===== config.mk =====
export PLATFORM = sky130hd
export DESIGN_NAME = escaped_marker_deframer_top
export DESIGN_NICKNAME = d
export VERILOG_FILES = /design/src/sv/emd_pkg.sv /design/src/sv/escaped_marker_deframer_top.sv
export VERILOG_INCLUDE_DIRS = /design/src /design/src/sv
export SDC_FILE = /design/constraint.sdc
export NUM_CORES = 1
export LEC_CHECK = 0
export BUFFER_PORTS_ARGS = -buffer_cell sky130_fd_sc_hd__buf_2
export CAP_MARGIN = 20
export CORE_ASPECT_RATIO = 1.1
export CORE_MARGIN = 3
export CORE_UTILIZATION = 56
export CTS_CLUSTER_SIZE = 30
export DETAILED_ROUTE_END_ITERATION = 8
export PLACE_DENSITY = 0.78
export SYNTH_ARGS = -nofsm -noshare
export SYNTH_HDL_FRONTEND = slang
export SYNTH_SLANG_ARGS = --single-unit

===== constraint.sdc =====
create_clock -name i_clk -period 5.7 [get_ports i_clk]
set_input_delay 0.855 -clock i_clk [delete_from_list [all_inputs] [get_ports i_clk]]
set_output_delay 0.855 -clock i_clk [all_outputs]
set_load 0.02 [all_outputs]

===== src/sv/assert_macros.svh =====
// Assertion macros used by the deframer top RTL file.
`ifndef ASSERT_MACROS_SVH
`define ASSERT_MACROS_SVH

// Check a boolean condition at every rising clock edge outside reset.
`define ASSERT_ALWAYS(name, expr, msg) \
    name: assert property (@(posedge i_clk) disable iff (!i_rst_n) (expr)) else $error(msg);

// Check an implication property at every rising clock edge outside reset.
`define ASSERT_IMPLY(name, ante, cons, msg) \
    name: assert property (@(posedge i_clk) disable iff (!i_rst_n) (ante) |-> (cons)) \
        else $error(msg);

`endif


===== src/sv/emd_pkg.sv =====
// Constants and result type for the escaped marker deframer.
package emd_pkg;

    localparam logic [7:0] MARKER0       = 8'h7F;
    localparam logic [7:0] MARKER1       = 8'hFF;
    localparam logic [7:0] MARKER2       = 8'hFE;

    localparam logic [7:0] TAG_ESC       = 8'h00;
    localparam logic [7:0] TAG_CODED     = 8'h01;
    localparam logic [7:0] TAG_CODED_END = 8'h02;
    localparam logic [7:0] TAG_SKIP      = 8'h03;
    localparam logic [7:0] TAG_TABLE_LO  = 8'h04;
    localparam logic [7:0] TAG_TABLE_HI  = 8'h07;
    localparam logic [7:0] TAG_TABLE_END = 8'h08;
    localparam logic [7:0] TAG_DEFL      = 8'h09;
    localparam logic [7:0] TAG_DEFL_END  = 8'h0A;

    localparam logic [1:0] KIND_START    = 2'd0;
    localparam logic [1:0] KIND_PAYLOAD  = 2'd1;
    localparam logic [1:0] KIND_END      = 2'd2;
    localparam logic [1:0] KIND_BROKEN   = 2'd3;

    localparam logic [1:0] FTYPE_DEFL    = 2'd0;
    localparam logic [1:0] FTYPE_CODED   = 2'd1;
    localparam logic [1:0] FTYPE_TABLE   = 2'd2;

    localparam int unsigned MAX_RES      = 4;
    localparam logic [2:0]  SKIP_LEN     = 3'd4;

    typedef struct packed {
        logic [1:0]  kind;
        logic [1:0]  ftype;
        logic [1:0]  slot;
        logic [7:0]  pay;
        logic [31:0] len;
        logic        last;
    } t_res;

endpackage


===== src/sv/escaped_marker_deframer_top.sv =====
// Escaped marker deframer: marker search, frame parsing and result buffer.
// Results of an item are registered and appear in the cycle after it is accepted.
// Throughput: one item per cycle while each item causes at most one result and the output
// is not stalled; an item with more results holds the input while the result buffer drains.
// Reset (synchronous, active low): hunting outside any frame, buffer empty.
`include "assert_macros.svh"

module escaped_marker_deframer_top (
    input  logic       i_clk,
    input  logic       i_rst_n,
    input  logic       i_in_valid,
    output logic       o_in_stall,
    input  logic [7:0] i_rx_byte,
    output logic       o_out_valid,
    input  logic       i_out_stall,
    output logic [1:0] o_event_kind,
    output logic [1:0] o_frame_type,
    output logic [1:0] o_table_slot,
    output logic [7:0] o_payload_byte,
    output logic [31:0] o_declared_length,
    output logic       o_last
);
    import emd_pkg::*;

    typedef enum logic [2:0] {
        M_HUNT  = 3'd0,
        M_SKIP  = 3'd1,
        M_LEN   = 3'd2,
        M_DEFL  = 3'd3,
        M_CODED = 3'd4,
        M_TABLE = 3'd5
    } t_mode;

    t_mode       r_mode, n_mode;
    logic [1:0]  r_mc, n_mc;
    logic [2:0]  r_sc, n_sc;
    logic [31:0] r_acc, n_acc;
    logic [1:0]  r_slot, n_slot;
    logic [2:0]  r_cnt, n_cnt;
    t_res        r_res [MAX_RES];
    t_res        n_res [MAX_RES];

    logic        in_accept;
    logic        out_take;
    logic        do_open;
    logic        in_fr;
    logic [1:0]  nn;

    function automatic t_res mk_ev(t_mode m, logic [1:0] slot, logic [31:0] acc,
                                   logic [1:0] kind, logic [7:0] pay);
        t_res e;
        e       = '0;
        e.kind  = kind;
        e.pay   = (kind == KIND_PAYLOAD) ? pay : 8'h00;
        case (m)
            M_DEFL: begin
                e.ftype = FTYPE_DEFL;
                e.len   = acc;
            end
            M_CODED: begin
                e.ftype = FTYPE_CODED;
            end
            default: begin
                e.ftype = FTYPE_TABLE;
                e.slot  = slot;
            end
        endcase
        return e;
    endfunction

    function automatic logic is_frame(t_mode m);
        return (m == M_DEFL) || (m == M_CODED) || (m == M_TABLE);
    endfunction

    assign out_take    = (r_cnt != 3'd0) && !i_out_stall;
    assign o_in_stall  = (r_cnt > 3'd1) || ((r_cnt == 3'd1) && i_out_stall);
    assign in_accept   = i_in_valid && !o_in_stall;

    assign o_out_valid       = (r_cnt != 3'd0);
    assign o_event_kind      = r_res[0].kind;
    assign o_frame_type      = r_res[0].ftype;
    assign o_table_slot      = r_res[0].slot;
    assign o_payload_byte    = r_res[0].pay;
    assign o_declared_length = r_res[0].len;
    assign o_last            = r_res[0].last;

    always_comb begin
        n_mode  = r_mode;
        n_mc    = r_mc;
        n_sc    = r_sc;
        n_acc   = r_acc;
        n_slot  = r_slot;
        n_cnt   = 3'd0;
        n_res   = '{default: '0};
        do_open = 1'b0;
        in_fr   = 1'b0;
        nn      = r_sc[1:0];

        if (r_mode == M_SKIP) begin
            if (r_sc <= 3'd1) begin
                n_sc   = 3'd0;
                n_mode = M_HUNT;
            end else begin
                n_sc = 3'(r_sc - 3'd1);
            end
            n_mc = 2'd0;
        end else if (r_mode == M_LEN) begin
            n_acc = r_acc | ({24'h0, i_rx_byte} << {nn, 3'b000});
            if (nn == 2'd3) begin
                n_sc   = 3'd0;
                n_mc   = 2'd0;
                n_mode = M_DEFL;
                n_res[n_cnt[1:0]] = mk_ev(n_mode, n_slot, n_acc, KIND_START, 8'h00);
                n_cnt  = 3'(n_cnt + 3'd1);
            end else begin
                n_sc = {1'b0, 2'(nn + 2'd1)};
            end
        end else begin
            if (!is_frame(r_mode)) begin
                n_mode = M_HUNT;
            end
            in_fr = is_frame(n_mode);
            if (r_mc == 2'd3) begin
                n_mc = 2'd0;
                if (!in_fr) begin
                    do_open = (i_rx_byte != TAG_ESC);
                end else if (i_rx_byte == TAG_ESC) begin
                    n_res[0] = mk_ev(n_mode, n_slot, n_acc, KIND_PAYLOAD, MARKER0);
                    n_res[1] = mk_ev(n_mode, n_slot, n_acc, KIND_PAYLOAD, MARKER1);
                    n_res[2] = mk_ev(n_mode, n_slot, n_acc, KIND_PAYLOAD, MARKER2);
                    n_cnt    = 3'd3;
                    if (n_mode != M_DEFL) begin
                        n_res[3] = mk_ev(n_mode, n_slot, n_acc, KIND_PAYLOAD, TAG_ESC);
                        n_cnt    = 3'd4;
                    end
                end else if (n_mode == M_DEFL && i_rx_byte == TAG_DEFL_END) begin
                    n_res[0] = mk_ev(n_mode, n_slot, n_acc, KIND_END, 8'h00);
                    n_cnt    = 3'd1;
                    n_mode   = M_SKIP;
                    n_sc     = SKIP_LEN;
                end else if (n_mode == M_CODED && i_rx_byte == TAG_CODED_END) begin
                    n_res[0] = mk_ev(n_mode, n_slot, n_acc, KIND_END, 8'h00);
                    n_cnt    = 3'd1;
                    n_mode   = M_HUNT;
                end else if (n_mode == M_TABLE && i_rx_byte == TAG_TABLE_END) begin
                    n_res[0] = mk_ev(n_mode, n_slot, n_acc, KIND_END, 8'h00);
                    n_cnt    = 3'd1;
                    n_mode   = M_HUNT;
                end else if (n_mode == M_TABLE && (i_rx_byte == TAG_CODED ||
                             i_rx_byte inside {[TAG_TABLE_LO:TAG_TABLE_HI]})) begin
                    n_res[0] = mk_ev(n_mode, n_slot, n_acc, KIND_END, 8'h00);
                    n_cnt    = 3'd1;
                    do_open  = 1'b1;
                end else begin
                    n_res[0] = mk_ev(n_mode, n_slot, n_acc, KIND_BROKEN, 8'h00);
                    n_cnt    = 3'd1;
                    do_open  = 1'b1;
                end
            end else if (i_rx_byte == ((r_mc == 2'd0) ? MARKER0 :
                                       (r_mc == 2'd1) ? MARKER1 : MARKER2)) begin
                n_mc = 2'(r_mc + 2'd1);
            end else begin
                if (in_fr && r_mc != 2'd0) begin
                    n_res[n_cnt[1:0]] = mk_ev(n_mode, n_slot, n_acc, KIND_PAYLOAD, MARKER0);
                    n_cnt = 3'(n_cnt + 3'd1);
                end
                if (in_fr && r_mc == 2'd2) begin
                    n_res[n_cnt[1:0]] = mk_ev(n_mode, n_slot, n_acc, KIND_PAYLOAD, MARKER1);
                    n_cnt = 3'(n_cnt + 3'd1);
                end
                if (i_rx_byte == MARKER0) begin
                    n_mc = 2'd1;
                end else begin
                    n_mc = 2'd0;
                    if (in_fr) begin
                        n_res[n_cnt[1:0]] = mk_ev(n_mode, n_slot, n_acc, KIND_PAYLOAD,
                                                  i_rx_byte);
                        n_cnt = 3'(n_cnt + 3'd1);
                    end
                end
            end

            if (do_open) begin
                n_sc = 3'd0;
                case (i_rx_byte)
                    TAG_SKIP: begin
                        n_mode = M_SKIP;
                        n_sc   = SKIP_LEN;
                    end
                    TAG_DEFL: begin
                        n_mode = M_LEN;
                        n_acc  = 32'h0;
                    end
                    TAG_CODED: begin
                        n_mode = M_CODED;
                        n_res[n_cnt[1:0]] = mk_ev(n_mode, n_slot, n_acc, KIND_START, 8'h00);
                        n_cnt  = 3'(n_cnt + 3'd1);
                    end
                    default: begin
                        if (i_rx_byte inside {[TAG_TABLE_LO:TAG_TABLE_HI]}) begin
                            n_mode = M_TABLE;
                            n_slot = i_rx_byte[1:0];
                            n_res[n_cnt[1:0]] = mk_ev(n_mode, n_slot, n_acc, KIND_START,
                                                      8'h00);
                            n_cnt  = 3'(n_cnt + 3'd1);
                        end else begin
                            n_mode = M_HUNT;
                        end
                    end
                endcase
            end
        end

        if (n_cnt != 3'd0) begin
            n_res[2'(n_cnt - 3'd1)].last = 1'b1;
        end
    end

    always_ff @(posedge i_clk) begin
        if (!i_rst_n) begin
            r_mode <= M_HUNT;
            r_mc   <= 2'd0;
            r_sc   <= 3'd0;
            r_acc  <= 32'h0;
            r_slot <= 2'd0;
            r_cnt  <= 3'd0;
        end else if (in_accept) begin
            r_mode <= n_mode;
            r_mc   <= n_mc;
            r_sc   <= n_sc;
            r_acc  <= n_acc;
            r_slot <= n_slot;
            r_cnt  <= n_cnt;
        end else if (out_take) begin
            r_cnt <= 3'(r_cnt - 3'd1);
        end
    end

    always_ff @(posedge i_clk) begin
        if (in_accept) begin
            r_res <= n_res;
        end else if (out_take) begin
            r_res[0] <= r_res[1];
            r_res[1] <= r_res[2];
            r_res[2] <= r_res[3];
        end
    end

    `ASSERT_ALWAYS(a_cnt_range, r_cnt <= 3'd4, "result count out of range")
    `ASSERT_IMPLY(a_accept_drained, in_accept, (r_cnt == 3'd0) || ((r_cnt == 3'd1) && out_take), "item accepted over pending results")
    `ASSERT_IMPLY(a_last_on_final, o_out_valid, o_last == (r_cnt == 3'd1), "last flag not on final buffered result")
    `ASSERT_IMPLY(a_slot_table_only, o_out_valid && o_frame_type != FTYPE_TABLE, o_table_slot == 2'd0, "table slot on non-table frame")
    `ASSERT_IMPLY(a_len_defl_only, o_out_valid && o_frame_type != FTYPE_DEFL, o_declared_length == 32'h0, "length on non-deflated frame")

endmodule


# ---- After elaboration in Yosys (flattened, before gate mapping)
# Cells that the tools add are included.
dict set report totals {
  register_bits 233
  latch_bits 0
  ramBits 0
  romBits 0
  output_inout_bits 49
  memories 0
}
dict set report classes {
  add_sub_neg 8
  n_mul 0
  n_div 0
  magnitude_cmp 12
  eq_ne 25
  shift 1
  mux 168
  bitwise_logic 8
  n_reduce_logical 42
}
# operator count
set ops {}
lappend ops {{$mux W188} 16}
lappend ops {{$bwmux W188} 5}
lappend ops {{$mux W32} 15}
lappend ops {{$mux W141} 3}
lappend ops {{$mux W47} 9}
lappend ops {{$demux W47 S2} 4}
lappend ops {{$pmux W188 S2} 1}
lappend ops {{$mux W46} 6}
lappend ops {{$mux W3} 48}
lappend ops {{$mux W140} 1}
lappend ops {{$mux W2} 37}
lappend ops {{$mux W33} 1}
lappend ops {{$or A32 B32 Y32} 1}
lappend ops {{$shl A8 B5 Y32} 1}
lappend ops {{$eq A8 B4 Y1 const B} 3}
lappend ops {{$mux W4} 5}
lappend ops {{$eq A8 B2 Y1 const B} 2}
lappend ops {{$logic_and A1 B1 Y1} 14}
lappend ops {{$mux W1} 13}
lappend ops {{$eq A3 B3 Y1 const B} 4}
lappend ops {{$ge A3 B3 Y1 const B} 4}
lappend ops {{$lt A3 B1 Y1 const B} 4}
lappend ops {{$not A2 Y3} 4}
lappend ops {{$reduce_bool A4 Y1} 3}
lappend ops {{other kinds (37)} 60}

# ---- Logic depth before layout (Yosys ltp)
# Gate-level depths: netlist (run 1).
dict set report logic_depth {
  word_depth 43
  mapped_depth 15
  mapped_depth_nobuf 13
}

# ---- Worst setup path after synthesis (run 1)
# No wires, ideal clock.
dict set report synth_timing {
  kind {input-to-reg}
  startpoint {in i_out_stall}
  endpoint {reg r_res, in the netlist o_declared_length[0] (enable)}
  setup_ns 1.194
  arrival_ns 4.230
  setup_slack_ns 0.276
  stages 5
  path_cell_list {nor2b_1 o211ai_1 clkbuf_1 clkbuf_1 nand2b_1}
}
dict set report synth_between {
  elab_chain_len 5
}
# element line_no
set synth_rtl {}
lappend synth_rtl {{start: declaration} escaped_marker_deframer_top.sv:15} ;# input logic i_out_stall,
lappend synth_rtl {{$logic_and A1 B1 Y1} escaped_marker_deframer_top.sv:76} ;# assign o_in_stall = (r_cnt > 3'd1) || ((r_cnt == 3'd1) && i_out_stall);
lappend synth_rtl {{$logic_or A1 B1 Y1} escaped_marker_deframer_top.sv:76}
lappend synth_rtl {{$logic_not A1 Y1} escaped_marker_deframer_top.sv:77} ;# assign in_accept = i_in_valid && !o_in_stall;
lappend synth_rtl {{$logic_and A1 B1 Y1} escaped_marker_deframer_top.sv:77}
lappend synth_rtl {{$reduce_bool A2 Y1 (no source line) (*)} n/a}
lappend synth_rtl {{end signal: assignment} escaped_marker_deframer_top.sv:241} ;# r_res <= n_res;
lappend synth_rtl {{end: declaration} escaped_marker_deframer_top.sv:40} ;# t_res r_res [MAX_RES];
# Mark *: on every way between the ends. The rest lies on a longest branch, timed or not.
# A chain may end at the register's enable or synchronous reset.

# ---- Worst setup path after layout (run 1)
dict set report layout_timing {
  startpoint {reg r_mode[2]}
  endpoint {reg r_res[0] (netlist bit), data pin}
}
dict set report layout_between {
  elab_chain_len 42
}
# element line_no
set layout_rtl {}
lappend layout_rtl {{start: declaration} escaped_marker_deframer_top.sv:34} ;# t_mode r_mode, n_mode;
lappend layout_rtl {{start signal: assignment} escaped_marker_deframer_top.sv:228} ;# r_mode <= n_mode;
lappend layout_rtl {{$eq A3 B2 Y1 / $eq A3 B3 Y1 (equally long branches)} escaped_marker_deframer_top.sv:72} ;# return (m == M_DEFL) || (m == M_CODED) || (m == M_TABLE);
lappend layout_rtl {{$logic_or A1 B1 Y1 (2 in a row)} escaped_marker_deframer_top.sv:72}
lappend layout_rtl {{$mux W3} escaped_marker_deframer_top.sv:119} ;# if (!is_frame(r_mode)) begin
lappend layout_rtl {{$mux W3} escaped_marker_deframer_top.sv:107} ;# end else if (r_mode == M_LEN) begin
lappend layout_rtl {{$mux W3} escaped_marker_deframer_top.sv:99} ;# if (r_mode == M_SKIP) begin
lappend layout_rtl {{$eq A3 B2 Y1 / $eq A3 B3 Y1 (equally long branches)} {escaped_marker_deframer_top.sv:72, escaped_marker_deframer_top.sv:136, escaped_marker_deframer_top.sv:141}}
lappend layout_rtl {{$logic_or A1 B1 Y1 (2 in a row)} escaped_marker_deframer_top.sv:72}
lappend layout_rtl {{$logic_and A1 B1 Y1} escaped_marker_deframer_top.sv:163} ;# if (in_fr && r_mc != 2'd0) begin
lappend layout_rtl {{(+24 left out)} n/a}
lappend layout_rtl {{$sub A2 B1 Y2} escaped_marker_deframer_top.sv:215} ;# n_res[2'(n_cnt - 3'd1)].last = 1'b1;
lappend layout_rtl {{$not A2 Y3 (not written as such)} escaped_marker_deframer_top.sv:215}
lappend layout_rtl {{$ge A3 B3 Y1 (not written as such) / $lt A3 B1 Y1 (equally long branches)} escaped_marker_deframer_top.sv:215}
lappend layout_rtl {{$logic_and A1 B1 Y1 (not written as such)} escaped_marker_deframer_top.sv:215}
lappend layout_rtl {{$mux W1 (not written as such)} escaped_marker_deframer_top.sv:215}
lappend layout_rtl {{$demux W47 S2} escaped_marker_deframer_top.sv:215}
lappend layout_rtl {{$bwmux W188} escaped_marker_deframer_top.sv:215}
lappend layout_rtl {{$mux W188 (*)} escaped_marker_deframer_top.sv:214} ;# if (n_cnt != 3'd0) begin
# Mark *: on every way between the ends. The rest lies on a longest branch, timed or not. The select of a mux whose other input is x is not followed.

==> results of run 1 <==
[cells by family (layout without fill, tap and decap cells)]
family          after synthesis  in the layout  share of synthesized area, %
buf+inv                     146            137                          7.05
simple gates                324            324                          14.2
flops                       230            230                          56.8
fa+ha+maj                    13             13                          1.43
mux                           3              3                         0.275
xor+xnor                      5              5                         0.385
compound gates              322            322                          19.8
[power breakdown]
part / switching [W] / internal [W]
logic: 0.00110 / 0.000455
clock network: 0.000650 / 0.000924
registers: 0.000161 / 0.00276
total: 0.00191 / 0.00414
[Yosys cell counts, drive strengths merged, types with 8 or more instances]
master  number  area share, %
a21oi       75            3.4
a32o        68            6.0
and2        11           0.63
and3        33            1.8
buf         73            4.6
clkbuf      50            1.7
dfxtp       45            7.9
edfxtp     185             49
ha          13            1.4
inv         21           0.69
nand2      160            5.4
nand2b       8           0.44
nand3       14           0.62
nor2        39            1.4
nor2b        8           0.44
nor3        20            1.1
nor4         9           0.89
o21ai      116            5.3
[metal layers]
metal	part of all wire [%]	GRT usage (%)
met1	41	35.6
met2	47	39.5
met3	8.4	4.30
met4	3.1	10.2
met5	0	0
[stage by stage]
step	std cells	hold WS [ns]	util [%]
global placement	1240	0.483	57.1
detailed placement	1241	0.500	57.2
finish	1286	0.513	61.4
global route	1286	0.526	61.4
floorplan	1043	0.462	-
CTS	1285	0.508	61.2
[sequential cells by signal, summed over array words and instances (netlist names), 3 cells and up]
signal             count
o_payload_byte         8
r_sc                   3
r_res                138
r_mode                 3
r_cnt                  3
r_acc                 32
o_declared_length     32
[worst register-to-register path, delay by kind of cell, from the launching register on]
family | cells | cell delay [ns]
AO/OA/AOI/OAI | 3 | 0.93
adder cells (fa/ha/maj) | 2 | 0.65
buffers and inverters | 1 | 0.05
flip-flops | 1 | 0.69
AND/OR/NAND/NOR | 6 | 1.69
[area by class of cell]
type | instances | area (µm²)
Fill cell | 1596 | 7670
Sequential cell | 230 | 6460
Multi-Input combinational cell | 667 | 4120
Clock buffer | 31 | 668
Timing Repair Buffer | 70 | 412
Tap cell | 252 | 315
Clock inverter | 13 | 134
Inverter | 23 | 86.3
[path summary, 6_finish.rpt]
check,start,end,slack (ns)
max,r_mode[2],r_res[0],1.55
min,r_mc[0],r_mc[0],0.51
max reg2reg,r_mode[2],r_res[0],1.55
min reg2reg,r_mc[0],r_mc[0],0.51
==> impl_metrics.tcl, run 1 <==
set metrics [dict create \
    start_util_pct 57.2 \
    powerDensity_nw_per_um2 496 \
    synth_area_um2 11400 \
    synth_seq_cells 230 \
    io_pins 61 \
    ctsLongestPathBuffers 3 \
    grt_pass1_vias 7982 \
    drt-pass1-iter-count 5 \
    insertion_delay_ns 0.53 \
    hold_class "reg -> reg" \
    yosysWarnings 0 \
    grt_max_degree 151 \
    synth_seq_area_share_pct 56.8 \
    hold_depth 2 \
    root_buffer "clkbuf_16" \
    crit_family "simple AND/OR/NAND/NOR gates" \
    finClkSkew_ns 0.0196 \
    cts_resized 0 \
    die_h_um 155 \
    portBuffers 60 \
    cts_tree "done" \
    fmax_ghz 0.241 \
    grt-ovfl-total 0 \
    fin_nets 1041 \
    end_kind "register" \
    postCtsSetupBuffers 0 \
    wl_um 28400 \
    synthCells 1043 \
    drc_errors 0 \
    synth_nets 1068 \
    postCtsHoldBufs 0 \
    drv_cap 0 \
    drive_gt1_share_pct 13.5 \
    final_area_um2 12200 \
    slew-limit-headroom_pct 27.8 \
    grt.total_usage_pct 25.4 \
    cp.depth 12 \
    dpl.hpwl_um 17500 \
    final_cell_mix "edfxtp_1 (185), nand2_1 (157), o21ai_0 (105), a21oi_1 (74), a32o_1 (68)" \
    final-setup-viol-count 0 \
    p_total_w 0.00605 \
    antenna_found_initial 0 \
    critPathLaunchType "register" \
    rsz0062_at_grt "false" \
    arrival_ns 4.53 \
    die-area_um2 22000 \
    viasPerCell 6.63 \
    avgRoutedWirePerCell_um 22.1 \
    worst_pin_slew_ns 1.08 \
    grt_pass1_wl_um 44600 \
    dpl_cell_area_um2 11400 \
    core_um2 19900 \
    final_common_cell "edfxtp_1" \
    fin_tns_setup_ns 0 \
    yosysUniqueCellTypes 80 \
    crit_buf_inv 1 \
    ir_drop_mv 0.307 \
    drtIter0Drc 1012 \
    path_clk_slew_ns 0.06 \
    crit_type "reg -> reg" \
    place_congestion 0.936 \
    ant_nets 0 \
    status "finished, final reports clean" \
    finalMaxSlewViolations 0 \
    pre_cts_slack_ns 1.36 \
    path_cells "nand2b_1 > nand2_1 > and2_1 > inv_1 > ha_1 > or4_1 > o311ai_1 > a21boi_1 > nand2_1 > ha_1 > o41ai_1 > and4_1" \
    area_growth_pct 7.30 \
    crit_slowest_cell "dfxtp_1" \
    synth_flop_cell "edfxtp_1" \
    period_share_pct 72.7 \
    reg2regPathDepth 12 \
    hold_viol_final 0 \
    num_rows 54 \
    numCtsBuffers 24 \
    cpPeakStageDelay_ns 0.69 \
    insertedDiodeCount 0 \
    synth_edf_count 185 \
    clock_sinks 230 \
    htreeDepth 1 \
    path_max_fanout 18 \
    cp.required_ns 6.08 \
    p_leak_nw 4.33 \
    vias 8531 \
    synthArstFlopShare_pct 0 \
    layout_setup_ws_ns 1.55 \
    syn_area_per_cell_um2 10.9 \
    min_period_ns 4.15 \
    die_w_um 142 \
]
Note: power is estimated with default switching activity, not from simulation.
==> run 2, diff against run 1 <==
==> constraint.sdc (replaced) <==
create_clock -name i_clk -period 3.7 [get_ports i_clk]
set_input_delay 0.555 -clock i_clk [delete_from_list [all_inputs] [get_ports i_clk]]
set_output_delay 0.555 -clock i_clk [all_outputs]
set_load 0.02 [all_outputs]
==> run 2 against run 1 <==
Hold slack worse by 0.14 ns. Count of clock-buffer cells in the layout shrank 3. Core utilization is 1.7 points higher. Worst setup slack lost 1.3 ns.
==> impl_metrics.tcl, run 2 (same netlist as run 1, synthesis figures left out) <==
set metrics [dict create \
    status "finished, final reports clean" \
    antenna_found_initial 0 \
    period_share_pct 92.1 \
    avgRoutedWirePerCell_um 23.7 \
    crit_type "reg -> reg" \
    hold_viol_final 0 \
    drv_cap 0 \
    cpPeakStageDelay_ns 0.52 \
    postCtsSetupBuffers 0 \
    fin_util_pct 63.0 \
    rr_startpoint "r_mode[2]" \
    ir_drop_mv 0.850 \
    fin_tns_setup_ns 0 \
    drive_gt1_share_pct 17.4 \
    viasPerCell 6.58 \
    hold_class "in -> reg" \
    cp.required_ns 3.97 \
    final_cell_mix "edfxtp_1 (185), nand2_1 (157), o21ai_0 (105), a21oi_1 (74), a32o_1 (68)" \
    grt_pass1_vias 8342 \
    grt.total_usage_pct 27.9 \
    crit_slowest_cell "or4_1" \
    p_leak_nw 4.55 \
    numCtsBuffers 23 \
    fmax_ghz 0.293 \
    end_kind "register" \
    die-area_um2 22000 \
    place_congestion 0.982 \
    drc_errors 0 \
    powerDensity_nw_per_um2 760 \
    reg2regPathDepth 13 \
    cts_tree "done" \
    rsz0062_at_grt "false" \
    wl_um 31500 \
    comb_power_share_pct 26.5 \
    grt_pass1_wl_um 48100 \
    finClkSkew_ns 0.0188 \
    postCtsHoldBufs 0 \
    fill_cells 1619 \
    p_int_w 0.00646 \
    dpl.hpwl_um 20400 \
    root_buffer "clkbuf_16" \
    critPathLaunchType "register" \
    critPathCapture "r_res[0]" \
    crit_family "simple AND/OR/NAND/NOR gates" \
    crit_path_start "r_mode[2]" \
    arrival_ns 3.68 \
    clock_sinks 230 \
    busiest_layer "met2" \
    drtIter0Drc 1108 \
    dpl_cell_area_um2 11700 \
    vias 8745 \
    grtUsageMet1_pct 40.1 \
    largest_register "r_res" \
    grt.met2_usage_pct 43.4 \
    crit_buf_inv 1 \
    die_w_um 142 \
    largest_reg_flops 138 \
    clock_power_share_pct 26.1 \
    path_clk_slew_ns 0.06 \
    path_max_fanout 6 \
    path_cells "nand3b_2 > nand2_1 > and2_1 > inv_1 > ha_1 > or4_1 > o311ai_1 > a21boi_1 > ha_1 > o21ai_0 > o22ai_1 > and2_1 > and4_1" \
    cp.depth 13 \
    worst_pin_slew_ns 0.897 \
    ant_nets 0 \
    seqPwrFrac_pct 47.3 \
    final-setup-viol-count 0 \
    cts_resized 0 \
    start_util_pct 57.2 \
    use_met3_pct 4.00 \
    final_area_um2 12500 \
    io_pins 61 \
    reg2reg_slack_ns 0.29 \
    slew-limit-headroom_pct 40.2 \
    min_period_ns 3.41 \
    area_growth_pct 10.2 \
    netSwitchingFraction_pct 32.2 \
    finalMaxSlewViolations 0 \
    p_total_w 0.00952 \
    fin_nets 1085 \
    die_h_um 155 \
    num_rows 54 \
    r2r-end "r_res[0]" \
    final_common_cell "edfxtp_1" \
    grt-ovfl-total 0 \
    insertedDiodeCount 0 \
    ctsLongestPathBuffers 3 \
    htreeDepth 1 \
    core_um2 19900 \
    p_sw_w 0.00306 \
    portBuffers 60 \
    insertion_delay_ns 0.53 \
    grt_max_degree 97 \
    drt-pass1-iter-count 6 \
]
-- run 2: power by group through the flow --
stage	logic, W	registers, W	clock network (W)
finish	0.00253	0.00451	0.00249
global route	0.00275	0.00459	0.00261
CTS	0.00255	0.00451	0.00250
detailed placement	0.00251	0.00455	0
global placement	0.00245	0.00450	0
floorplan	0.00201	0.00452	0
-- run 2: how the worst min path moves through the flow --
| stage | startpoint | to | cells after the start |
|---|---|---|---|
| after floorplan | r_slot[0] | r_slot[0] | 2 |
| after global placement | r_mc[0] | r_mc[0] | 2 |
| after detailed placement | r_slot[1] | r_slot[1] | 2 |
| after CTS | i_rx_byte[0] | r_slot[0] | 3 |
| after global routing | i_rx_byte[0] | r_slot[0] | 3 |
| final | i_rx_byte[0] | r_slot[0] | 3 |
-- run 2: area by class of cell --
type | instances | area, µm² | share of cell area, %
clock inverter | 14 | 174 | 1.39
timing repair buffer | 115 | 726 | 5.80
clock buffer | 28 | 637 | 5.09
inverter | 23 | 86.3 | 0.689
multi-input combinational | 667 | 4130 | 33.0
tap | 252 | 315 | 2.52
sequential | 230 | 6460 | 51.6
-- run 2: tightest hold or removal path, cell delays in order --
cell,delay [ns]
buf_2,0.15
nand3_1,0.07
a21oi_1,0.05
-- run 2: metal layers --
metal | vias up | share of wire (%)
met5 | - | 0
met4 | 0 | 3.7
met3 | 90 | 9.1
met2 | 490 | 47
met1 | 4245 | 41
li1 | 3920 | -
-- run 2: through the flow --
| step | cells | hold WS [ns] | worst slack, ns |
|---|---|---|---|
| 2_1_floorplan | 1043 | 0.462 | 0.348 |
| 3_3_place_gp | 1287 | 0.485 | 0.288 |
| 3_5_place_dp | 1287 | 0.488 | 0.233 |
| 4_1_cts | 1329 | 0.361 | 0.206 |
| 5_1_grt | 1329 | 0.398 | 0.116 |
| 6_report | 1329 | 0.368 | 0.292 |
==> run 3, diff against run 2 <==
--- a/config.mk
+++ b/config.mk
@@ -8,7 +8,6 @@
 export LEC_CHECK = 0
 export BUFFER_PORTS_ARGS = -buffer_cell sky130_fd_sc_hd__buf_2
 export CAP_MARGIN = 20
-export CORE_ASPECT_RATIO = 1.1
 export CORE_MARGIN = 3
 export CORE_UTILIZATION = 56
 export CTS_CLUSTER_SIZE = 30
==> run 3 against run 2 <==
Critical path depth unchanged. Combinational power fell by 2%. Flip-flop and latch count unchanged. Die area hardly changed. Wire length decreased by 3.8%. Cell area shrank 0.89%. Clock power shrank 9.6%. Cell count grew 0.45%. Largest power group unchanged.
==> impl_metrics.tcl, run 3 (same netlist as run 1, synthesis figures left out) <==
set metrics [dict create \
    status "finished, final reports clean" \
    hold_class "in -> reg" \
    place_congestion 0.966 \
    portBuffers 60 \
    viasPerCell 6.59 \
    powerDensity_nw_per_um2 744 \
    fmax_ghz 0.295 \
    p_leak_nw 4.47 \
    insertion_delay_ns 0.52 \
    grt_pass1_vias 8236 \
    crit_type "reg -> reg" \
    ant_nets 0 \
    final-setup-viol-count 0 \
    htreeDepth 1 \
    io_pins 61 \
    final_cell_mix "edfxtp_1 (185), nand2_1 (157), o21ai_0 (105), a21oi_1 (74), a32o_1 (68)" \
    cts_tree "done" \
    drc_errors 0 \
    pre_cts_slack_ns 0.254 \
    finClkSkew_ns 0.0135 \
    reg2reg_slack_ns 0.31 \
    end_kind "register" \
    path_clk_slew_ns 0.06 \
    die_h_um 148 \
    fill_cells 1579 \
    crit_path_start "r_mode[1]" \
    antenna_found_initial 0 \
    insertedDiodeCount 0 \
    layout_setup_ws_ns 0.315 \
    area_growth_pct 9.23 \
    fin_util_pct 62.9 \
    postCtsHoldBufs 0 \
    cp.required_ns 3.96 \
    slew-limit-headroom_pct 21.7 \
    regArea_um2 6460 \
    ir_drop_mv 0.629 \
    grt-ovfl-total 0 \
    path_max_fanout 7 \
    drv_cap 0 \
    multi_input_area_um2 4140 \
    root_buffer "clkbuf_16" \
    vias 8800 \
    die_w_um 148 \
    die-area_um2 22000 \
    largest_register "r_res" \
    finalMaxSlewViolations 0 \
    hold_viol_final 0 \
    arrival_ns 3.65 \
    worst_pin_slew_ns 1.17 \
    avgRoutedWirePerCell_um 22.7 \
    grt_pass1_wl_um 47500 \
    largest_reg_flops 138 \
    clock_sinks 230 \
    numCtsBuffers 24 \
    min_period_ns 3.39 \
    dpl.hpwl_um 19200 \
    fin_tns_setup_ns 0 \
    wl_um 30300 \
    core_um2 19700 \
    period_share_pct 91.5 \
    rr_startpoint "r_mode[1]" \
    rsz0062_at_grt "false" \
    drt-pass1-iter-count 5 \
    grt_max_degree 148 \
    fin_nets 1078 \
    start_util_pct 57.6 \
    critPathCapture "r_res[94]" \
    grt.total_usage_pct 27.3 \
    final_area_um2 12400 \
    dpl_cell_area_um2 11700 \
    critPathLaunchType "register" \
    drtIter0Drc 1252 \
    r2r-end "r_res[94]" \
    reg2regPathDepth 13 \
    final_common_cell "edfxtp_1" \
    num_rows 51 \
    ctsLongestPathBuffers 3 \
    drive_gt1_share_pct 16.1 \
]
## run 3: cell count changes in the layout (fill, tap and decap cells not counted), sizes merged
cell      change
buf           -8
bufinv        -2
clkbuf        +1
clkinv        +4
clkinvlp      -1
inv           -1
## run 3: area by class of cell
| type | count | area share (%) |
|---|---|---|
| clock inverter | 14 | 0.837 |
| tap | 265 | 2.67 |
| inverter | 23 | 0.696 |
| multi-input combinational | 667 | 33.3 |
| sequential | 230 | 52.0 |
| timing repair buffer | 107 | 5.46 |
| clock buffer | 29 | 4.99 |
## run 3: power by group
group          switching, W  internal [W]
Clock              0.000987       0.00127
Combinational       0.00173      0.000741
Sequential         0.000262       0.00425
Total               0.00298       0.00625
## run 3: metal layers
metal  up-vias  GRT usage, %  part of all wire (%)
met5         -             0                     0
met4         0          8.31                   3.3
met3        75          4.54                    11
met2       554          40.1                    44
met1      4262          41.9                    42
li1       3909             -                     -
## run 3: how the worst min path moves through the flow
stage,depth (start not counted),startpoint,endpoint
6_report,3,i_rx_byte[0],r_slot[0]
5_1_grt,3,i_rx_byte[0],r_slot[0]
4_1_cts,3,i_rx_byte[0],r_slot[0]
3_5_place_dp,2,r_slot[1],r_slot[1]
3_3_place_gp,2,r_slot[0],r_slot[0]
2_1_floorplan,2,r_slot[0],r_slot[0]
## run 3: repair_timing
item,CTS,global route
buffers inserted,0,0
endpoints found under the setup margin,0,1
hold endpoints to repair,0,0
gates resized for setup,0,2
## run 3: worst max-delay path, cell delays in order, from the launching register on
cell      delay (ns)
dfxtp_1         0.48
nand3b_2        0.12
nand2_1         0.11
and2_1          0.16
inv_1           0.05
ha_1            0.19
or4_1           0.55
o311ai_1        0.16
a21boi_1        0.36
ha_1            0.18
o21ai_0         0.07
o22ai_1         0.31
a21oi_1         0.14
a22o_1          0.23
## run 3: metrics by stage
step,total power [W],instances,hold WS [ns]
after floorplan,0.00652,1043,0.462
after global placement,0.00695,1292,0.477
after detailed placement,0.00703,1292,0.486
after CTS,0.00927,1335,0.419
after global routing,0.00968,1335,0.437
final,0.00924,1335,0.433
